### config.mk
export PLATFORM = sky130hd
export DESIGN_NAME = pprt_ctrl
export DESIGN_NICKNAME = d
export VERILOG_FILES = /design/src/rtl/pprt_pkg.sv /design/src/rtl/pprt_ctrl.sv
export SDC_FILE = /design/constraint.sdc
export NUM_CORES = 1
export LEC_CHECK = 0
export ABC_CLOCK_PERIOD_IN_PS = 1400
export BUFFER_PORTS_ARGS = -buffer_cell sky130_fd_sc_hd__buf_2
export CORE_AREA = 2 2 39 41
export DETAILED_ROUTE_END_ITERATION = 10
export DIE_AREA = 0 0 41 43
export PLACE_DENSITY = 0.54
export SETUP_SLACK_MARGIN = 0.2
export SYNTH_ARGS = -nofsm -noshare
export SYNTH_HDL_FRONTEND = slang
export SYNTH_SLANG_ARGS = --single-unit
### constraint.sdc
create_clock -name clk -period 1.4 [get_ports clk]
set_input_delay 0.21 -clock clk [delete_from_list [all_inputs] [get_ports clk]]
set_output_delay 0.21 -clock clk [all_outputs]
set_load 0.02 [all_outputs]
### src/rtl/pprt_pkg.sv
// ----------------------------------------------------------------------------
// pprt_pkg
// Types and constants shared by the prefix/port rule table modules.
// ----------------------------------------------------------------------------
package pprt_pkg;

  localparam logic [1:0] OP_ADD    = 2'd0;
  localparam logic [1:0] OP_LOOKUP = 2'd1;
  localparam logic [1:0] OP_REMOVE = 2'd2;
  localparam logic [1:0] OP_CLEAR  = 2'd3;

  localparam logic [1:0] ST_OK      = 2'd0;
  localparam logic [1:0] ST_BAD_LEN = 2'd1;
  localparam logic [1:0] ST_FULL    = 2'd2;

  localparam logic [5:0] MAX_PREFIX  = 6'd32;
  localparam logic [7:0] FORWARD_TAG = 8'h66;
  localparam logic [31:0] FULL_MASK  = 32'hFFFF_FFFF;

  typedef struct packed {
    logic [1:0]  opcode;
    logic [31:0] address;
    logic [5:0]  prefix_len;
    logic [15:0] port_low;
    logic [15:0] port_high;
    logic [7:0]  tag;
    logic [15:0] port;
  } in_item_t;

  typedef struct packed {
    logic       forward;
    logic       matched;
    logic [1:0] status;
  } out_item_t;

  // Controller to datapath
  typedef struct packed {
    logic load;   // capture the input item, reset scan results
    logic scan;   // examine the entry at the scan index
    logic commit; // apply the write or invalidation
    logic fetch;  // read the winning entry's payload
    logic done;   // present the result
  } pprt_cmd_t;

  // Datapath to controller
  typedef struct packed {
    logic scan_last;
    logic bad_len;
    logic [1:0] opcode;
  } pprt_sts_t;

  function automatic logic [31:0] len_mask(input logic [5:0] len);
    logic [31:0] m;
    m = '0;
    if (len == 6'd0) m = '0;
    else if (len >= MAX_PREFIX) m = FULL_MASK;
    else m = FULL_MASK << (MAX_PREFIX - len);
    return m;
  endfunction

endpackage

### src/rtl/pprt_ctrl.sv
// ----------------------------------------------------------------------------
// pprt_ctrl
// Sequencer: load, scan every entry, commit, fetch payload on lookup, report.
// ----------------------------------------------------------------------------
module pprt_ctrl (
  input  logic                clk,
  input  logic                rst_n,
  input  logic                start,
  output logic                busy,
  input  pprt_pkg::pprt_sts_t sts,
  output pprt_pkg::pprt_cmd_t cmd
);

  typedef enum logic [5:0] {
    S_IDLE   = 6'b000001,
    S_SCAN   = 6'b000010,
    S_COMMIT = 6'b000100,
    S_FETCH  = 6'b001000,
    S_FETCH2 = 6'b010000,
    S_DONE   = 6'b100000
  } state_t;

  state_t state_r, state_nxt;

  always_comb begin
    state_nxt = state_r;
    cmd = '0;
    case (state_r)
      S_IDLE: begin
        if (start) begin
          cmd.load = 1'b1;
          state_nxt = S_SCAN;
        end
      end
      S_SCAN: begin
        if (sts.bad_len && (sts.opcode == pprt_pkg::OP_ADD ||
                            sts.opcode == pprt_pkg::OP_CLEAR)) begin
          state_nxt = S_DONE;
        end else begin
          cmd.scan = 1'b1;
          if (sts.scan_last) state_nxt = S_COMMIT;
        end
      end
      S_COMMIT: begin
        cmd.commit = 1'b1;
        state_nxt = (sts.opcode == pprt_pkg::OP_LOOKUP) ? S_FETCH : S_DONE;
      end
      S_FETCH: begin
        cmd.fetch = 1'b1;
        state_nxt = S_FETCH2;
      end
      S_FETCH2: state_nxt = S_DONE;
      S_DONE: begin
        cmd.done = 1'b1;
        state_nxt = S_IDLE;
      end
      default: state_nxt = S_IDLE;
    endcase
  end

  always_ff @(posedge clk) begin
    if (!rst_n) state_r <= S_IDLE;
    else        state_r <= state_nxt;
  end

  assign busy = (state_r != S_IDLE);

endmodule

==> results.yml <==
pwr:
  ir_drop_mv: 0.272
  pwr-share-clk: 0.304
  power_switching_uw: 144
  swShare: 0.285
  internal-power_uw: 362
  p_per_area_nw_per_um2: 652
  seqPwrFrac: 0.356
  p_comb_frac: 0.340
  cellLeakagePower_nw: 0.355
synth:
  syn_area_per_cell_um2: 9.04
  yosysMostFrequentCell: "dfxtp_1"
  yosys_warnings: 0
  ys_types: 27
  synth_area_leaders: "dfxtp_1 (30%), o41ai_4 (6.9%), and4b_1 (5.0%)"
  async_reset_ff_frac: 0
  synthFlopType: "dfxtp_1"
  syn_area_um2: 398
  synth_top_area_cell: "dfxtp_1"
  synth_common_cells: "dfxtp_1 (6), nor2_1 (4), nor2b_1 (3)"
  synthesis.nets: 52
  synth_cells: 44
  synth_edf_count: 0
  ys_ff_latch: 6
  synth_top_area_share: 0.302
  synth_seq_area_share: 0.302
flow_run:
  maxCapViolCount: 0
clock_network:
  cts_htree_levels: 1
  clkSlewWorstSetupHoldPaths_ns: 0.04
  root_buffer: "clkbuf_4"
  numClockSinks: 6
  postCtsHoldBufs: 0
  clock_path_buffers: 2
  clk_latency_ns: 0.24
  cts_made_buffers: 3
  tritoncts: "built"
route:
  dr.pass1.iters: 2
  drtAntennaViolNets: 0
  num_vias: 459
  drc_errors: 0
  via_per_inst: 5.22
  avgRoutedWirePerCell_um: 14.9
  drt_wl_total_um: 1310
  first_iter_violations: 1
worst_setup_path:
  cp_top_family: "simple AND/OR/NAND/NOR gates"
  crit_chain: "nor4_4 > buf_4 > and3_4 > buf_6"
  cp_max_fo: 5
  r2r_end: "state_r[3]"
  critical_path_required_ns: 1.19
  r2r-start: "state_r[1]"
  path_class: "reg2out"
  start_kind: "flip-flop"
  cp.arrival_ns: 1.29
  cp_slowest_cell: "dfxtp_4"
  r2r_setup_slack_ns: 0
  critical_path_buf_inv_count: 2
  rr_worst_depth: 3
  end_kind: "primary output"
  cpPeakStageDelay_ns: 0.34
layout:
  n_antenna_cell: 0
  drive_above_1_share: 0.736
  nets: 82
  final_cells: 88
  largest-register: "state_r"
  regArea_um2: 138
  reg.largest.list: "state_r (6)"
  area_growth_pct: 95.3
  fillers: 115
  largest_register_ffs: 6
  postLayoutCellArea_um2: 777
  multiInputGateArea_um2: 343
global_route:
  grt_max_degree: 10
  grt_pass1_wl_um: 1890
  grt.overflow.total: 0
  met1_usage: 0.161
  met3_usage: 0.0471
  top_usage_layer: "met2"
  grt_pass1_vias: 462
  grt_use_total: 0.159
  antenna_found_initial: 0
  met2_usage: 0.272
placed_design:
  gp_congestion: 0.726
  placement.cell_area_um2: 533
  dp_cells: 78
  hpwl_um: 782
  io_buffers: 12
timing:
  slew_violations: 0
  setup_violations: 6
  fin_crit_ns: 1.50
  rsz0062_at_grt: "true"
  fin_ws_ns: -0.0962
  fin_crit_sh: 1.07
  fmax_mhz: 668
  worst_slew_pin_slew_ns: 0.339
  hold_viol: 0
  relSlewSlack: 0.773
  finClkSkew_ns: 0.000870
status:
  violations: "setup timing"
  status: "finished with violations"
min_path:
  whs_path_depth: 3
  holdPathEnd: "state_r[2]"
  hold_start: "sts[3]"
  min_path_type: "in2reg"
floorplan:
  die_w_um: 41
  std_cell_rows: 14
  ios: 13
  dieArea_um2: 1760
  die_h_um: 43
  start_util: 0.288
  core_area_um2: 1380
-- power by group through the flow --
stage	Combinational (mW)	Clock [mW]	Sequential [mW]
6_report	0.172	0.154	0.180
4_1_cts	0.140	0.161	0.190
3_3_place_gp	0.111	0	0.189
2_1_floorplan	0.0696	0	0.189
5_1_grt	0.187	0.172	0.181
3_5_place_dp	0.110	0	0.190
-- how the worst max path moves through the flow --
stage | to | from | depth (start not counted)
floorplan | state_r[3] | state_r[1] | 3
global placement | state_r[3] | state_r[1] | 3
detailed placement | state_r[3] | state_r[1] | 3
CTS | cmd[3] | state_r[5] | 4
global route | cmd[3] | state_r[0] | 4
finish | cmd[3] | state_r[0] | 4
-- cell families after synthesis --
family / count (synthesis) / share of synthesized area
compound gates: 8 / 0.198
buf+inv: 3 / 0.0314
fa+ha+maj: 1 / 0.0314
flops: 6 / 0.302
simple gates: 26 / 0.437
-- routing by layer --
layer,wire (µm),part of all wire
met3,32,0.024
met4,7,0.0053
met2,756,0.58
met1,513,0.39
met5,0,0
-- metrics by stage --
step | TNS, ns | hold slack (ns) | utilization | power [mW] | setup slack [ns]
finish | -0.320 | 0.230 | 0.561 | 0.507 | -0.0962
detailed placement | 0 | 0.481 | 0.385 | 0.300 | 0.0112
floorplan | 0 | 0.328 | - | 0.259 | 0.0685
global route | -0.715 | 0.228 | 0.561 | 0.540 | -0.169
CTS | -0.143 | 0.224 | 0.476 | 0.491 | -0.0852
global placement | 0 | 0.483 | 0.385 | 0.300 | 0.0504
-- cells in the final DEF (no fill, tap or decap), types with 2 or more instances in the layout --
cell type and count:
and3_4 2, and4b_1 2, buf_2 6, buf_4 7, buf_6 11, clkbuf_4 3
dfxtp_2 2, dfxtp_4 4, inv_1 2, nor2_4 2, o21ai_0 2
-- worst reg2reg max path, delay by kind of cell (launching register included) --
family / cells / cell delay [ns]
compound gates: 1 / 0.30
flops: 1 / 0.32
simple gates: 2 / 0.65
-- final cells by class --
| type | count | area share |
|---|---|---|
| sequential | 6 | 0.177 |
| clock buffer | 3 | 0.0290 |
| timing repair buffer | 26 | 0.317 |
| multi-input combinational | 35 | 0.441 |
| tap | 16 | 0.0258 |
| inverter | 2 | 0.00966 |
-- timing repair --
item	in CTS	in global routing
setup buffers	1	5
endpoints found under the setup margin	12	12
gates cloned	0	1
pin swaps	6	9
resized for setup	30	15
Note: power is estimated with default switching activity, not from simulation.
