[src/rtl/pprt_pkg.sv]
// ----------------------------------------------------------------------------
// pprt_pkg
// Types and constants shared by the prefix/port rule table modules.
// ----------------------------------------------------------------------------
package pprt_pkg;

  localparam logic [1:0] OP_ADD    = 2'd0;
  localparam logic [1:0] OP_LOOKUP = 2'd1;
  localparam logic [1:0] OP_REMOVE = 2'd2;
  localparam logic [1:0] OP_CLEAR  = 2'd3;

  localparam logic [1:0] ST_OK      = 2'd0;
  localparam logic [1:0] ST_BAD_LEN = 2'd1;
  localparam logic [1:0] ST_FULL    = 2'd2;

  localparam logic [5:0] MAX_PREFIX  = 6'd32;
  localparam logic [7:0] FORWARD_TAG = 8'h66;
  localparam logic [31:0] FULL_MASK  = 32'hFFFF_FFFF;

  typedef struct packed {
    logic [1:0]  opcode;
    logic [31:0] address;
    logic [5:0]  prefix_len;
    logic [15:0] port_low;
    logic [15:0] port_high;
    logic [7:0]  tag;
    logic [15:0] port;
  } in_item_t;

  typedef struct packed {
    logic       forward;
    logic       matched;
    logic [1:0] status;
  } out_item_t;

  // Controller to datapath
  typedef struct packed {
    logic load;   // capture the input item, reset scan results
    logic scan;   // examine the entry at the scan index
    logic commit; // apply the write or invalidation
    logic fetch;  // read the winning entry's payload
    logic done;   // present the result
  } pprt_cmd_t;

  // Datapath to controller
  typedef struct packed {
    logic scan_last;
    logic bad_len;
    logic [1:0] opcode;
  } pprt_sts_t;

  function automatic logic [31:0] len_mask(input logic [5:0] len);
    logic [31:0] m;
    m = '0;
    if (len == 6'd0) m = '0;
    else if (len >= MAX_PREFIX) m = FULL_MASK;
    else m = FULL_MASK << (MAX_PREFIX - len);
    return m;
  endfunction

endpackage

[src/rtl/pprt_datapath.sv]
// ----------------------------------------------------------------------------
// pprt_datapath
// Rule storage, one-entry-per-cycle scan and result formation.
// ----------------------------------------------------------------------------
module pprt_datapath #(
  parameter int RULE_ENTRIES = 64
) (
  input  logic                 clk,
  input  logic                 rst_n,
  input  pprt_pkg::in_item_t   in_item,
  input  pprt_pkg::pprt_cmd_t  cmd,
  output pprt_pkg::pprt_sts_t  sts,
  output logic                 out_valid,
  output pprt_pkg::out_item_t  out_item
);

  localparam int IW = (RULE_ENTRIES > 1) ? $clog2(RULE_ENTRIES) : 1;
  localparam int CW = $clog2(RULE_ENTRIES + 1);
  localparam logic [CW-1:0] LAST = CW'(RULE_ENTRIES - 1);

  // Length and network sit in memories read one entry ahead of the scan, so
  // the registered read data always belongs to the entry under compare. Port
  // range and tag sit in a memory read once per lookup.
  logic [RULE_ENTRIES-1:0] valid_r;
  logic [5:0]  len_mem  [RULE_ENTRIES];
  logic [31:0] net_mem  [RULE_ENTRIES];
  logic [39:0] pay_mem  [RULE_ENTRIES];
  logic [39:0] pay_rd_r;
  logic [5:0]  len_rd_r;
  logic [31:0] net_rd_r;

  pprt_pkg::in_item_t item_r;
  logic [CW-1:0] idx_r;
  logic [IW-1:0] idx, rd_idx;
  logic          best_ok_r, slot_ok_r, free_ok_r;
  logic [IW-1:0] best_r, slot_r, free_r;
  logic [5:0]    best_len_r, e_len;
  logic [31:0]   e_net, add_net;
  logic          hit, eq, fwd;
  logic [1:0]    status_r;

  assign idx    = idx_r[IW-1:0];
  assign rd_idx = (idx_r == LAST) ? '0 : IW'(idx_r + 1'b1);
  assign e_len  = len_rd_r;
  assign e_net  = net_rd_r;
  assign add_net = item_r.address & pprt_pkg::len_mask(item_r.prefix_len);
  assign hit = valid_r[idx] &&
               ((item_r.address & pprt_pkg::len_mask(e_len)) == e_net);
  assign eq  = valid_r[idx] && e_len == item_r.prefix_len && e_net == add_net;

  assign sts.scan_last = (idx_r == LAST);
  assign sts.bad_len   = (item_r.prefix_len > pprt_pkg::MAX_PREFIX);
  assign sts.opcode    = item_r.opcode;

  always_ff @(posedge clk) begin
    if (cmd.load) begin
      item_r <= in_item;
      idx_r <= '0;
      best_ok_r <= 1'b0; slot_ok_r <= 1'b0; free_ok_r <= 1'b0;
      best_len_r <= '0;
      len_rd_r <= len_mem[IW'(0)];
      net_rd_r <= net_mem[IW'(0)];
    end
    if (cmd.scan) begin
      idx_r <= idx_r + 1'b1;
      len_rd_r <= len_mem[rd_idx];
      net_rd_r <= net_mem[rd_idx];
      if (hit && (!best_ok_r || e_len > best_len_r)) begin
        best_ok_r <= 1'b1; best_r <= idx; best_len_r <= e_len;
      end
      if (eq && !slot_ok_r) begin
        slot_ok_r <= 1'b1; slot_r <= idx;
      end
      if (!valid_r[idx] && !free_ok_r) begin
        free_ok_r <= 1'b1; free_r <= idx;
      end
    end
    if (cmd.fetch) pay_rd_r <= pay_mem[best_r];
    if (cmd.commit && item_r.opcode == pprt_pkg::OP_ADD &&
        (slot_ok_r || free_ok_r)) begin
      len_mem[slot_ok_r ? slot_r : free_r] <= item_r.prefix_len;
      net_mem[slot_ok_r ? slot_r : free_r] <= add_net;
      pay_mem[slot_ok_r ? slot_r : free_r] <=
        {item_r.port_low, item_r.port_high, item_r.tag};
    end
  end

  // Valid bits: cleared at reset, set by add, dropped by remove and clear
  always_ff @(posedge clk) begin
    if (!rst_n) begin
      valid_r <= '0;
    end else begin
      if (cmd.scan && item_r.opcode == pprt_pkg::OP_CLEAR &&
          valid_r[idx] && e_len == item_r.prefix_len)
        valid_r[idx] <= 1'b0;
      if (cmd.commit) begin
        if (item_r.opcode == pprt_pkg::OP_ADD && (slot_ok_r || free_ok_r))
          valid_r[slot_ok_r ? slot_r : free_r] <= 1'b1;
        if (item_r.opcode == pprt_pkg::OP_REMOVE && best_ok_r)
          valid_r[best_r] <= 1'b0;
      end
    end
  end

  always_ff @(posedge clk) begin
    if (cmd.load) begin
      status_r <= pprt_pkg::ST_BAD_LEN;
    end else if (cmd.commit) begin
      status_r <= (item_r.opcode == pprt_pkg::OP_ADD && !slot_ok_r && !free_ok_r) ?
                  pprt_pkg::ST_FULL : pprt_pkg::ST_OK;
    end
  end

  always_comb begin
    fwd = item_r.opcode == pprt_pkg::OP_LOOKUP && best_ok_r &&
          item_r.port >= pay_rd_r[39:24] && item_r.port <= pay_rd_r[23:8] &&
          pay_rd_r[7:0] == pprt_pkg::FORWARD_TAG;
  end

  always_ff @(posedge clk) begin
    if (!rst_n) out_valid <= 1'b0;
    else        out_valid <= cmd.done;
  end

  always_ff @(posedge clk) begin
    if (cmd.done) begin
      out_item.forward <= fwd;
      out_item.matched <= best_ok_r && (item_r.opcode == pprt_pkg::OP_LOOKUP ||
                                        item_r.opcode == pprt_pkg::OP_REMOVE);
      out_item.status  <= status_r;
    end
  end

endmodule

[config.mk]
export PLATFORM = sky130hd
export DESIGN_NAME = pprt_datapath
export DESIGN_NICKNAME = d
export VERILOG_FILES = /design/src/rtl/pprt_pkg.sv /design/src/rtl/pprt_datapath.sv
export SDC_FILE = /design/constraint.sdc
export NUM_CORES = 2
export LEC_CHECK = 0
export ABC_AREA = 0
export ABC_CLOCK_PERIOD_IN_PS = 8500
export BUFFER_PORTS_ARGS = -buffer_cell sky130_fd_sc_hd__clkbuf_2
export CORE_MARGIN = 2
export CORE_UTILIZATION = 50
export DETAILED_ROUTE_END_ITERATION = 7
export GPL_ROUTABILITY_DRIVEN = 1
export PLACE_DENSITY = 0.65
export SLEW_MARGIN = 20
export SYNTH_ARGS = -nofsm -noshare
export SYNTH_HDL_FRONTEND = slang
export SYNTH_MEMORY_MAX_BITS = 65536
export SYNTH_SLANG_ARGS = --single-unit
[constraint.sdc]
create_clock -name clk -period 8.5 [get_ports clk]
set_input_delay 1.7 -clock clk [delete_from_list [all_inputs] [get_ports clk]]
set_output_delay 1.7 -clock clk [all_outputs]
set_load 0.02 [all_outputs]
==> impl_metrics.ini <==
[clocking]
cts_post_setup_buffers_inserted = 0
post_cts_resized = 0
holdBufCountCts = 0
clockBufferDepth = 4
numCtsBuffers = 524
cts_tree = yes
clkSlewWorstSetupHoldPaths_ns = 0.07
clk_latency_ns = 1.07
htreeDepth = 6
cts.sinks = 5271
root_buffer = clkbuf_16

[logic_synthesis]
yosysTopAreaCellShare = 0.780
async_flop_share = 0
ys_ff_latch = 5271
ys.flop_type = edfxtp_1
yosysMostFrequentCell = edfxtp_1
yosysSeqAreaShare = 0.788
syn_nets = 11500
synth_largest_area_cell = edfxtp_1
yosys_warnings = 0
synthTopCellsByCount = 5195 x edfxtp_1, 801 x a22oi_1, 727 x nand2_1
synth_cells = 11300
synth_area_leaders = edfxtp_1 78%, mux4_2 3.7%, a22oi_1 3.0%
synth_cell_types = 86
synth-edff-count = 5195
syn_area_um2 = 200000
avgSynthCellArea_um2 = 17.6

[final_layout]
final_layout_size_suffix_gt1_frac = 0.138
multi_input_area_um2 = 39300
nets = 11700
area.sequential_um2 = 158000
syn_to_final_growth_pct = 12.1
fin_cells = 17300
fillers = 29800

[critical_path]
cp.required_ns = 6.80
start_kind = flop
crit_type = reg -> out
worstReg2RegStart = idx_r[3]
arrival_ns = 3.87
startpoint = idx_r[0]
cp-end-kind = primary output
critPathMaxFanout = 34

[hold_path]
hold_path.class = reg -> reg
hold_start = status_r[1]

[floorplan]
core_um2 = 399000
initial_core_util = 0.502
core.rowCount = 232
die-height_um = 636
die-width_um = 636
die-area_um2 = 405000
ios = 112

[pwr]
p_leak_nw = 69.6
power_mw = 56.1
peakVddDrop_uv = 238
powerDensity_nw_per_um2 = 250

[timing]
fin_hold_ws_ns = 0.444
timing.final.crit_share = 0.655
fin_ws_ns = 2.93
hold_viol = 0
grt_setup_unrepaired = false
maxClockFrequency_mhz = 180
worst_slew_pin_slew_ns = 1.27
relSlewSlack = 0.146
tns_ns = 0
min_period_ns = 5.57
setup_violations = 0
slew_violations = 0
skew_ns = 0.0679

[global_routing]
grt_usage = 0.316
grt_pass1_wl_mm = 902
overflow = 0
grt_pass1_vias = 116000
grt_max_degree = 138
antenna_found_initial = 18

[route]
vias = 120000
firstDrtPassIters = 8
viasPerCell = 6.98
ant_nets = 0
route.detailed.drc = 0
wirelength_mm = 657
drt-initial-drc-count = 19500
wl_per_cell_um = 38.1

[placement]
place_inst = 16300
dp_hpwl_mm = 334
dpl_worst_slack_ns = 3.05
io_buffers = 111
place.gp.congestion = 0.892

[run_status]
status = complete, no violations

[job]
maxCapViolCount = 0
[cell type report]
cell class / instances / area share
clock buffer: 676 / 0.0626
inverter: 140 / 0.00390
clock inverter: 264 / 0.0103
sequential: 5271 / 0.703
multi-input combinational: 5189 / 0.176
tap: 5265 / 0.0294
timing repair buffer: 427 / 0.0149
antenna: 19 / 0.000212
[report_power, final]
part           internal, mW  switching (mW)  total (mW)
sequential             29.0           0.242        29.2
clock                  12.6            9.82        22.4
combinational          1.24            3.13        4.37
total                  42.9            13.2        56.1
[cells in the final DEF, fill, tap and decap left out, types with 123 or more instances in the layout]
cell	synthesis	final
mux4_2	332	332
buf_4	11	285
o211ai_1	158	158
a22oi_1	801	801
clkbuf_1	518	134
a31oi_1	376	376
nand3_1	174	172
nor3_1	127	123
nor2_1	192	177
edfxtp_1	5195	5195
clkbuf_16	0	539
a221oi_1	276	276
nand2_1	727	723
o21ai_0	324	323
a21oi_1	383	372
a22o_1	260	260
[cell families (layout without fill, tap and decap cells)]
logic type	count (synthesis)	after routing	synth area share
fa+ha+maj	52	52	0.00325
other cells	0	19	0
flops	5271	5271	0.788
simple gates	1590	1590	0.0371
buf+inv	887	1507	0.0176
xor+xnor	50	50	0.00219
compound gates	3014	3014	0.107
mux	483	483	0.0452
[through the flow]
step | util | area [um2]
finish | 0.562 | 224000
global route | 0.562 | 224000
CTS | 0.562 | 224000
detailed placement | 0.521 | 208000
global placement | 0.521 | 208000
floorplan | - | 200000
[worst paths after layout]
path	to	slack, ns	depth (start not counted)
setup / recovery	sts[3]	2.93	7
hold / removal	out_item[1]	0.44	0
setup reg to reg	e_net[9]	2.98	10
hold reg to reg	out_item[1]	0.44	0
[per-layer routing]
layer | global-route usage | vias to the layer above | wire, um
met3 | 0.0618 | 1685 | 76600
met1 | 0.423 | 62100 | 237000
met2 | 0.493 | 9356 | 303000
met4 | 0.171 | 20 | 40600
met5 | 0 | - | 133
li1 | - | 47300 | -
[critical path, stage by stage (launching register included)]
cell	delay, ns
edfxtp_1	0.53
ha_1	0.47
and3b_1	0.38
nand2_1	0.08
buf_4	0.24
inv_2	0.16
buf_4	0.59
clkbuf_2	0.29
[sequential cells by signal (all words and copies together), names as in the netlist, 4 cells and up]
signal and count:
net_mem 2048, item_r 94, best_r 6, pay_rd_r 40, idx_r 7, best_len_r 6, len_mem 384, valid_r 64
slot_r 6, e_len 6, free_r 6, pay_mem 2560, out_item 4, e_net 32
Note: power is estimated with default switching activity, not from simulation.
